===== config.mk =====
export PLATFORM = sky130hd
export DESIGN_NAME = periodic_timer_table_top
export DESIGN_NICKNAME = d
export VERILOG_FILES = /design/src/hdl/ptt_pkg.sv /design/src/hdl/ptt_cell.sv /design/src/hdl/ptt_chain.sv /design/src/hdl/periodic_timer_table_top.sv
export SDC_FILE = /design/constraint.sdc
export NUM_CORES = 2
export LEC_CHECK = 0
export BUFFER_PORTS_ARGS = -buffer_cell sky130_fd_sc_hd__buf_2
export CAP_MARGIN = 40
export CORE_MARGIN = 3
export CORE_UTILIZATION = 40
export CTS_BUF_LIST = sky130_fd_sc_hd__clkbuf_4
export CTS_CLUSTER_DIAMETER = 150
export DETAILED_ROUTE_END_ITERATION = 12
export SLEW_MARGIN = 25
export SYNTH_ARGS = -nofsm -noshare
export SYNTH_HDL_FRONTEND = slang
export SYNTH_SLANG_ARGS = --single-unit

===== constraint.sdc =====
create_clock -name clk -period 8.82 [get_ports clk]
set_clock_uncertainty 0.15 [all_clocks]
set_input_delay 0.441 -clock clk [delete_from_list [all_inputs] [get_ports clk]]
set_output_delay 0.441 -clock clk [all_outputs]
set_load 0.01 [all_outputs]

===== src/hdl/ptt_pkg.sv =====
// shared types, codes and tick arithmetic for the periodic timer table
package ptt_pkg;

    localparam int TABLE_DEPTH_DEF = 32;

    localparam logic [1:0] KIND_TICK  = 2'd0;
    localparam logic [1:0] KIND_SET   = 2'd1;
    localparam logic [1:0] KIND_QUERY = 2'd2;

    localparam logic [1:0] STATUS_NONE = 2'd0;
    localparam logic [1:0] STATUS_DONE = 2'd1;
    localparam logic [1:0] STATUS_FULL = 2'd2;

    localparam logic signed [15:0] COUNT_FLOOR = 16'sh8000;

    typedef struct packed {
        logic [15:0] obj;
        logic [14:0] per;
        logic [15:0] cnt;
        logic        hnd;
    } entry_t;

    typedef enum logic [1:0] {
        CELL_HOLD,
        CELL_SHIFT,
        CELL_LOAD
    } cell_op_t;

    typedef struct packed {
        logic rotate;
        logic compact;
        logic load;
    } chain_cmd_t;

    typedef struct packed {
        entry_t e;
        logic   fire;
    } tick_res_t;

    function automatic tick_res_t tick_entry(entry_t e);
        tick_res_t       r;
        logic signed [15:0] c;
        c = $signed(e.cnt);
        if (c != COUNT_FLOOR)
        begin
            c = c - 16'sd1;
        end
        r.e = e;
        r.fire = e.hnd && (c < 16'sd1);
        if (r.fire)
        begin
            r.e.cnt = {1'b0, e.per};
        end
        else
        begin
            r.e.cnt = c;
        end
        return r;
    endfunction

endpackage


===== src/hdl/ptt_cell.sv =====
// one table entry register with hold, shift and load
module ptt_cell (
    input  logic              clk,
    input  ptt_pkg::cell_op_t op,
    input  ptt_pkg::entry_t   neighbor,
    input  ptt_pkg::entry_t   load_data,
    output ptt_pkg::entry_t   q
);
    import ptt_pkg::*;

    entry_t entry_reg;
    entry_t entry_next;

    always_comb
    begin
        unique case (op)
            CELL_SHIFT: entry_next = neighbor;
            CELL_LOAD:  entry_next = load_data;
            default:    entry_next = entry_reg;
        endcase
    end

    always_ff @(posedge clk)
    begin
        entry_reg <= entry_next;
    end

    assign q = entry_reg;

endmodule


===== src/hdl/ptt_chain.sv =====
// row of entry cells forming a rotating ring with compaction and load
module ptt_chain #(
    parameter int DEPTH = ptt_pkg::TABLE_DEPTH_DEF,
    parameter int IDX_W = $clog2(DEPTH)
) (
    input  logic                 clk,
    input  ptt_pkg::chain_cmd_t  cmd,
    input  logic [IDX_W-1:0]     pos,
    input  ptt_pkg::entry_t      tail_data,
    input  ptt_pkg::entry_t      load_data,
    output ptt_pkg::entry_t      head
);
    import ptt_pkg::*;

    entry_t   q    [DEPTH];
    entry_t   nb   [DEPTH];
    cell_op_t op   [DEPTH];

    for (genvar i = 0; i < DEPTH; i++)
    begin : g_cell
        if (i == DEPTH - 1)
        begin : g_tail
            assign nb[i] = tail_data;
        end
        else
        begin : g_mid
            assign nb[i] = q[i+1];
        end

        always_comb
        begin
            if (cmd.rotate)
            begin
                op[i] = CELL_SHIFT;
            end
            else if (cmd.compact && (IDX_W'(i) >= pos))
            begin
                op[i] = (i == DEPTH - 1) ? CELL_HOLD : CELL_SHIFT;
            end
            else if (cmd.load && (IDX_W'(i) == pos))
            begin
                op[i] = CELL_LOAD;
            end
            else
            begin
                op[i] = CELL_HOLD;
            end
        end

        ptt_cell u_cell (
            .clk       (clk),
            .op        (op[i]),
            .neighbor  (nb[i]),
            .load_data (load_data),
            .q         (q[i])
        );
    end

    assign head = q[0];

endmodule


===== src/hdl/periodic_timer_table_top.sv =====
// periodic timer table top level: command sequencer around the entry ring
// tick: one ring walk over every entry, fire beats during the walk, closing beat after
// set and query: a search walk over every entry, then an apply step that reports the result
// unknown kind: single beat in the cycle after start, busy stays low
// one command at a time; results are strobed for one cycle and cannot be stalled
// reset empties the table at once; entry contents are left as they are
module periodic_timer_table_top #(
    parameter int TABLE_DEPTH = ptt_pkg::TABLE_DEPTH_DEF
) (
    input  logic               clk,
    input  logic               rst_n,
    input  logic               start,
    input  logic [1:0]         kind,
    input  logic [15:0]        object_id,
    input  logic signed [15:0] period,
    input  logic               has_handler,
    output logic               busy,
    output logic               strobe,
    output logic [1:0]         status,
    output logic [14:0]        period_value,
    output logic               fired,
    output logic [15:0]        fired_id,
    output logic               last
);
    import ptt_pkg::*;

    localparam int IDX_W = $clog2(TABLE_DEPTH);
    localparam int CNT_W = $clog2(TABLE_DEPTH + 1);

    typedef enum logic [1:0] {
        S_IDLE,
        S_TICK,
        S_FIND,
        S_APPLY
    } state_t;

    state_t             state_reg;
    logic [IDX_W-1:0]   idx_reg;
    logic [CNT_W-1:0]   count_reg;
    logic [1:0]         kind_reg;
    logic [15:0]        id_reg;
    logic signed [15:0] period_reg;
    logic               handler_reg;
    logic               found_reg;
    logic [IDX_W-1:0]   pos_reg;
    logic [14:0]        found_per_reg;
    logic               found_hnd_reg;
    logic               closing_reg;

    logic               strobe_reg;
    logic [1:0]         status_reg;
    logic [14:0]        pv_reg;
    logic               fired_reg;
    logic [15:0]        fired_id_reg;
    logic               last_reg;

    entry_t             head;
    entry_t             tail_data;
    entry_t             load_data;
    chain_cmd_t         cmd;
    logic [IDX_W-1:0]   chain_pos;
    tick_res_t          tick_res;
    logic               in_range;
    logic               walk_end;

    logic               ap_load;
    logic               ap_compact;
    logic               ap_inc;
    logic               ap_dec;
    logic [1:0]         ap_status;
    logic [14:0]        ap_pv;

    assign in_range = CNT_W'(idx_reg) < count_reg;
    assign walk_end = idx_reg == IDX_W'(TABLE_DEPTH - 1);
    assign tick_res = tick_entry(head);

    // decision taken once the search walk is over
    always_comb
    begin
        logic neg;
        logic zero;
        neg        = period_reg[15];
        zero       = period_reg == 16'sd0;
        ap_load    = 1'b0;
        ap_compact = 1'b0;
        ap_inc     = 1'b0;
        ap_dec     = 1'b0;
        ap_status  = STATUS_NONE;
        ap_pv      = '0;
        load_data.obj = id_reg;
        load_data.per = neg ? 15'd1 : period_reg[14:0];
        load_data.cnt = neg ? 16'd1 : period_reg;
        load_data.hnd = found_reg ? found_hnd_reg : handler_reg;
        if (kind_reg == KIND_QUERY)
        begin
            if (found_reg)
            begin
                ap_status = STATUS_DONE;
                ap_pv     = found_per_reg;
            end
        end
        else if (zero)
        begin
            if (found_reg)
            begin
                ap_compact = 1'b1;
                ap_dec     = 1'b1;
                ap_status  = STATUS_DONE;
            end
        end
        else if (found_reg)
        begin
            if (!neg)
            begin
                ap_load   = 1'b1;
                ap_status = STATUS_DONE;
            end
        end
        else if (count_reg == CNT_W'(TABLE_DEPTH))
        begin
            ap_status = STATUS_FULL;
        end
        else
        begin
            ap_load   = 1'b1;
            ap_inc    = 1'b1;
            ap_status = STATUS_DONE;
        end
    end

    always_comb
    begin
        cmd.rotate  = ((state_reg == S_TICK) && !closing_reg) || (state_reg == S_FIND);
        cmd.compact = (state_reg == S_APPLY) && ap_compact;
        cmd.load    = (state_reg == S_APPLY) && ap_load;
        chain_pos   = found_reg ? pos_reg : count_reg[IDX_W-1:0];
        if ((state_reg == S_TICK) && in_range)
        begin
            tail_data = tick_res.e;
        end
        else
        begin
            tail_data = head;
        end
    end

    ptt_chain #(
        .DEPTH (TABLE_DEPTH),
        .IDX_W (IDX_W)
    ) u_chain (
        .clk       (clk),
        .cmd       (cmd),
        .pos       (chain_pos),
        .tail_data (tail_data),
        .load_data (load_data),
        .head      (head)
    );

    always_ff @(posedge clk or negedge rst_n)
    begin
        if (!rst_n)
        begin
            state_reg     <= S_IDLE;
            idx_reg       <= '0;
            count_reg     <= '0;
            kind_reg      <= '0;
            id_reg        <= '0;
            period_reg    <= '0;
            handler_reg   <= 1'b0;
            found_reg     <= 1'b0;
            pos_reg       <= '0;
            found_per_reg <= '0;
            found_hnd_reg <= 1'b0;
            closing_reg   <= 1'b0;
            strobe_reg    <= 1'b0;
            status_reg    <= '0;
            pv_reg        <= '0;
            fired_reg     <= 1'b0;
            fired_id_reg  <= '0;
            last_reg      <= 1'b0;
        end
        else
        begin
            strobe_reg   <= 1'b0;
            status_reg   <= STATUS_NONE;
            pv_reg       <= '0;
            fired_reg    <= 1'b0;
            fired_id_reg <= '0;
            last_reg     <= 1'b0;
            unique case (state_reg)
                S_IDLE:
                begin
                    if (start)
                    begin
                        kind_reg    <= kind;
                        id_reg      <= object_id;
                        period_reg  <= period;
                        handler_reg <= has_handler;
                        idx_reg     <= '0;
                        found_reg   <= 1'b0;
                        closing_reg <= 1'b0;
                        if (kind == KIND_TICK)
                        begin
                            state_reg <= S_TICK;
                        end
                        else if ((kind == KIND_SET) || (kind == KIND_QUERY))
                        begin
                            state_reg <= S_FIND;
                        end
                        else
                        begin
                            strobe_reg <= 1'b1;
                            last_reg   <= 1'b1;
                        end
                    end
                end
                S_TICK:
                begin
                    if (closing_reg)
                    begin
                        strobe_reg <= 1'b1;
                        status_reg <= STATUS_DONE;
                        last_reg   <= 1'b1;
                        state_reg  <= S_IDLE;
                    end
                    else
                    begin
                        if (in_range && tick_res.fire)
                        begin
                            strobe_reg   <= 1'b1;
                            status_reg   <= STATUS_DONE;
                            fired_reg    <= 1'b1;
                            fired_id_reg <= head.obj;
                        end
                        idx_reg <= idx_reg + 1'b1;
                        if (walk_end)
                        begin
                            idx_reg     <= '0;
                            closing_reg <= 1'b1;
                        end
                    end
                end
                S_FIND:
                begin
                    if (in_range && (head.obj == id_reg))
                    begin
                        found_reg     <= 1'b1;
                        pos_reg       <= idx_reg;
                        found_per_reg <= head.per;
                        found_hnd_reg <= head.hnd;
                    end
                    idx_reg <= idx_reg + 1'b1;
                    if (walk_end)
                    begin
                        idx_reg   <= '0;
                        state_reg <= S_APPLY;
                    end
                end
                S_APPLY:
                begin
                    strobe_reg <= 1'b1;
                    status_reg <= ap_status;
                    pv_reg     <= ap_pv;
                    last_reg   <= 1'b1;
                    if (ap_inc)
                    begin
                        count_reg <= count_reg + 1'b1;
                    end
                    else if (ap_dec)
                    begin
                        count_reg <= count_reg - 1'b1;
                    end
                    state_reg <= S_IDLE;
                end
                default:
                begin
                    state_reg <= S_IDLE;
                end
            endcase
        end
    end

    assign busy         = state_reg != S_IDLE;
    assign strobe       = strobe_reg;
    assign status       = status_reg;
    assign period_value = pv_reg;
    assign fired        = fired_reg;
    assign fired_id     = fired_id_reg;
    assign last         = last_reg;

    a_count_bound: assert property (@(posedge clk) disable iff (!rst_n)
        count_reg <= CNT_W'(TABLE_DEPTH))
        else $error("entry count beyond table depth");

    a_fire_not_last: assert property (@(posedge clk) disable iff (!rst_n)
        (strobe && fired) |-> (!last && busy))
        else $error("fire beat outside a tick walk or marked last");

    a_close_beat: assert property (@(posedge clk) disable iff (!rst_n)
        $fell(busy) |-> (strobe && last))
        else $error("command finished without a closing beat");

    a_full_only_on_full: assert property (@(posedge clk) disable iff (!rst_n)
        (strobe && (status == STATUS_FULL)) |-> (count_reg == CNT_W'(TABLE_DEPTH)))
        else $error("table full reported with free entries");

endmodule

==> impl_metrics.env <==
export IMPL_critPathMaxFanout=35
export IMPL_final_common_cell="edfxtp_1"
export IMPL_syn_avg_cell_area_sq_um=12.61
export IMPL_clk_pin_slew_ns=0.07
export IMPL_worstHoldStart="found_per_reg[1]$_DFFE_PN0P_"
export IMPL_grt_pass1_wl_um=265000
export IMPL_track_usage=0.1926
export IMPL_crit_type="flop to flop"
export IMPL_r2r_slack_ns=4.26
export IMPL_place_hpwl_um=105100
export IMPL_ys_warn_count=0
export IMPL_synth_cell_types=58
export IMPL_slowest_stage="a2111oi_0"
export IMPL_synth_edf_count=1536
export IMPL_max_freq_ghz=0.2195
export IMPL_slew_violations=0
export IMPL_antenna_found_initial=10
export IMPL_layout_drive_gt1_share=0.2314
export IMPL_die_w_um=425.7
export IMPL_final_cell_mix="edfxtp_1, o21ai_0, inv_1"
export IMPL_grt_pass1_vias=42840
export IMPL_min_period_ns=4.556
export IMPL_cp_cell_sequence="nor2b_1, a41oi_1, o2111ai_1, nor2_1, nand3_1, a2111oi_0, ha_2, buf_12, buf_16, mux2_2"
export IMPL_start_util=0.4040
export IMPL_largest_reg_flops=1536
export IMPL_routabilityCongestion=0.8736
export IMPL_synthesis_nets=5676
export IMPL_grt_overflow=0
export IMPL_cts_inserted_buffers=420
export IMPL_dpl_instance_area_sq_um=73700
export IMPL_via_per_inst=5.101
export IMPL_synthSimpleGateAreaFrac=0.05520
export IMPL_cts_sinks=1643
export IMPL_nFillCells=15630
export IMPL_irDropWorstVdd_v=0.0002201
export IMPL_async_flop_share=0.06512
export IMPL_ys_seq_area_frac=0.6927
export IMPL_crit_path_start_kind="flop"
export IMPL_regToRegStartpoint="kind_reg[1]$_DFFE_PN0P_"
export IMPL_multi_input_area_sq_um=17090
export IMPL_cp_end_kind="flop"
export IMPL_status="complete, no violations"
export IMPL_tns_ns=0
export IMPL_synth_fa_ha_area_frac=0.008809
export IMPL_area_growth_pct=13.56
export IMPL_drtPass1Iterations=8
export IMPL_synth_xor_area_frac=0.003356
export IMPL_cts_max_level=5
export IMPL_slew_headroom=0.4095
export IMPL_rsz0062_at_grt="false"
export IMPL_p_leak_uw=0.02941
export IMPL_whs_path_depth=1
export IMPL_clk_path_buf_depth=4
export IMPL_synth_compound_area_frac=0.08123
export IMPL_wire_per_inst_um=20.60
export IMPL_synthMuxAreaShare=0.08979
export IMPL_powerDensity_nw_per_um2=318.1
export IMPL_die_y_um=425.7
export IMPL_tritoncts="yes"
export IMPL_hold_end="period_value[1]$_DFF_PN0_"
export IMPL_maxCapViolCount=0
export IMPL_worst_ep_required_time_ns=9.68
export IMPL_grt_max_degree=66
export IMPL_postSynthCellCount=5589
export IMPL_drc=0
export IMPL_clock_latency_ns=1.34
export IMPL_hold_path_class="flop to flop"
export IMPL_seqCellArea_sq_um=48800
export IMPL_critPathArrivalTime_ns=5.41
export IMPL_drt_wl_total_um=176500
export IMPL_die_area_sq_um=181200
export IMPL_coreArea_sq_um=174400
export IMPL_fin_crit_sh=0.5166
export IMPL_ctsResizeCount=0
export IMPL_postRouteAntennaNets=0
export IMPL_drtIter0Drc=4352
export IMPL_nNetsFinal=6023
export IMPL_synth_top_family_by_area="multiplexers"
export IMPL_setup_violations=0
export IMPL_io_buffers=74
export IMPL_r2r_end="u_chain.g_cell[13].u_cell.q[32]$_DFFE_PP_"
export IMPL_vias=43710
export IMPL_synth_seq_cells=1643
export IMPL_synth_area_sq_um=70450
export IMPL_hold_viol_final=0
export IMPL_ctsRootBufferMaster="clkbuf_4"
export IMPL_fp_row_count=153
export IMPL_final_cell_area_sq_um=80010
export IMPL_slowest_delay_ns=0.66
export IMPL_tightest_slew_ns=0.8857
export IMPL_synthFlopType="edfxtp_1"
export IMPL_reg2reg_depth=10
export IMPL_ios=75
==> logic make-up after synthesis <==
kind of cell | Yosys count
AOI/OAI and AO/OA | 1111
buffers and inverters | 1289
adders and majority gates | 49
DFF | 1643
and+or+nand+nor | 907
muxes | 563
xor gates and xnor gates | 27
==> worst max-delay path by stage <==
| stage | to | startpoint | cells past startpoint | slack [ns] |
|---|---|---|---|---|
| 3_3_place_gp | u_chain.g_cell[13].u_cell.q[33]$_DFFE_PP_ | kind_reg[1]$_DFFE_PN0P_ | 8 | 4.03 |
| 4_1_cts | u_chain.g_cell[13].u_cell.q[32]$_DFFE_PP_ | kind_reg[1]$_DFFE_PN0P_ | 10 | 4.25 |
| 2_1_floorplan | u_chain.g_cell[31].u_cell.q[0]$_DFFE_PP_ | found_reg$_DFFE_PN0P_ | 4 | 4.83 |
| 5_1_grt | u_chain.g_cell[13].u_cell.q[32]$_DFFE_PP_ | kind_reg[1]$_DFFE_PN0P_ | 10 | 4.12 |
| 6_report | u_chain.g_cell[13].u_cell.q[32]$_DFFE_PP_ | kind_reg[1]$_DFFE_PN0P_ | 10 | 4.26 |
| 3_5_place_dp | u_chain.g_cell[13].u_cell.q[32]$_DFFE_PP_ | kind_reg[1]$_DFFE_PN0P_ | 10 | 4.33 |
==> cell usage after synthesis (16+ instances only) <==
master,n,share of area
edfxtp_1,1536,0.65
inv_1,920,0.049
o21ai_0,918,0.065
nand2_1,587,0.031
mux2_2,552,0.088
clkbuf_1,362,0.019
a21oi_1,140,0.0099
nor2_1,132,0.0070
dfrtp_1,107,0.038
nor2b_1,50,0.0044
ha_1,48,0.0085
and2_1,36,0.0032
nor3_1,23,0.0016
nor4_1,21,0.0019
xnor2_1,16,0.0020
==> layout make-up <==
| type | count | share of cell area |
|---|---|---|
| inverter | 920 | 0.04322 |
| clock buffer | 605 | 0.05677 |
| timing repair buffer | 294 | 0.03287 |
| tap | 2325 | 0.03636 |
| clock inverter | 113 | 0.006834 |
| sequential | 1643 | 0.6100 |
| multi-input combinational | 2657 | 0.2136 |
| antenna | 12 | 0.0003753 |
==> metrics by stage <==
step	hold WS, ns	power [uW]	util	worst slack (ns)	instances
2_1_floorplan	-0.004591	15930	-	4.830	5589
3_3_place_gp	0.3066	18750	0.4195	4.030	7700
3_5_place_dp	0.3124	18970	0.4226	4.326	7722
4_1_cts	0.2507	25600	0.4582	4.253	8551
5_1_grt	0.3202	26770	0.4588	4.117	8568
6_report	0.2838	25460	0.4588	4.264	8569
==> worst max-delay path: cells and delay by family (launching register included) <==
kind	cells	cell delay, ns
muxes	1	0.34
and+or+nand+nor	3	0.95
buffers and inverters	2	0.39
adders and majority gates	1	0.39
DFF	1	0.39
AOI/OAI and AO/OA	3	1.62
==> metal layers <==
| metal | share of wire | global-route usage | vias to the layer above |
|---|---|---|---|
| met5 | 0 | 0 | - |
| met4 | 0.026 | 0.06593 | 0 |
| met3 | 0.073 | 0.04316 | 306 |
| met2 | 0.45 | 0.2878 | 1601 |
| met1 | 0.45 | 0.2771 | 21530 |
| li1 | - | - | 20270 |
==> report_power, final <==
group / total, uW / internal [uW] / switching [uW]
combinational: 6620 / 1590 / 5030
sequential: 12500 / 11800 / 756
clock: 6320 / 3250 / 3070
==> what timing repair did <==
action | in CTS | in global routing
hold buffers | 111 | 0
buffers inserted | 0 | 0
endpoints found under the hold margin | 153 | 0
Note: power is estimated with default switching activity, not from simulation.
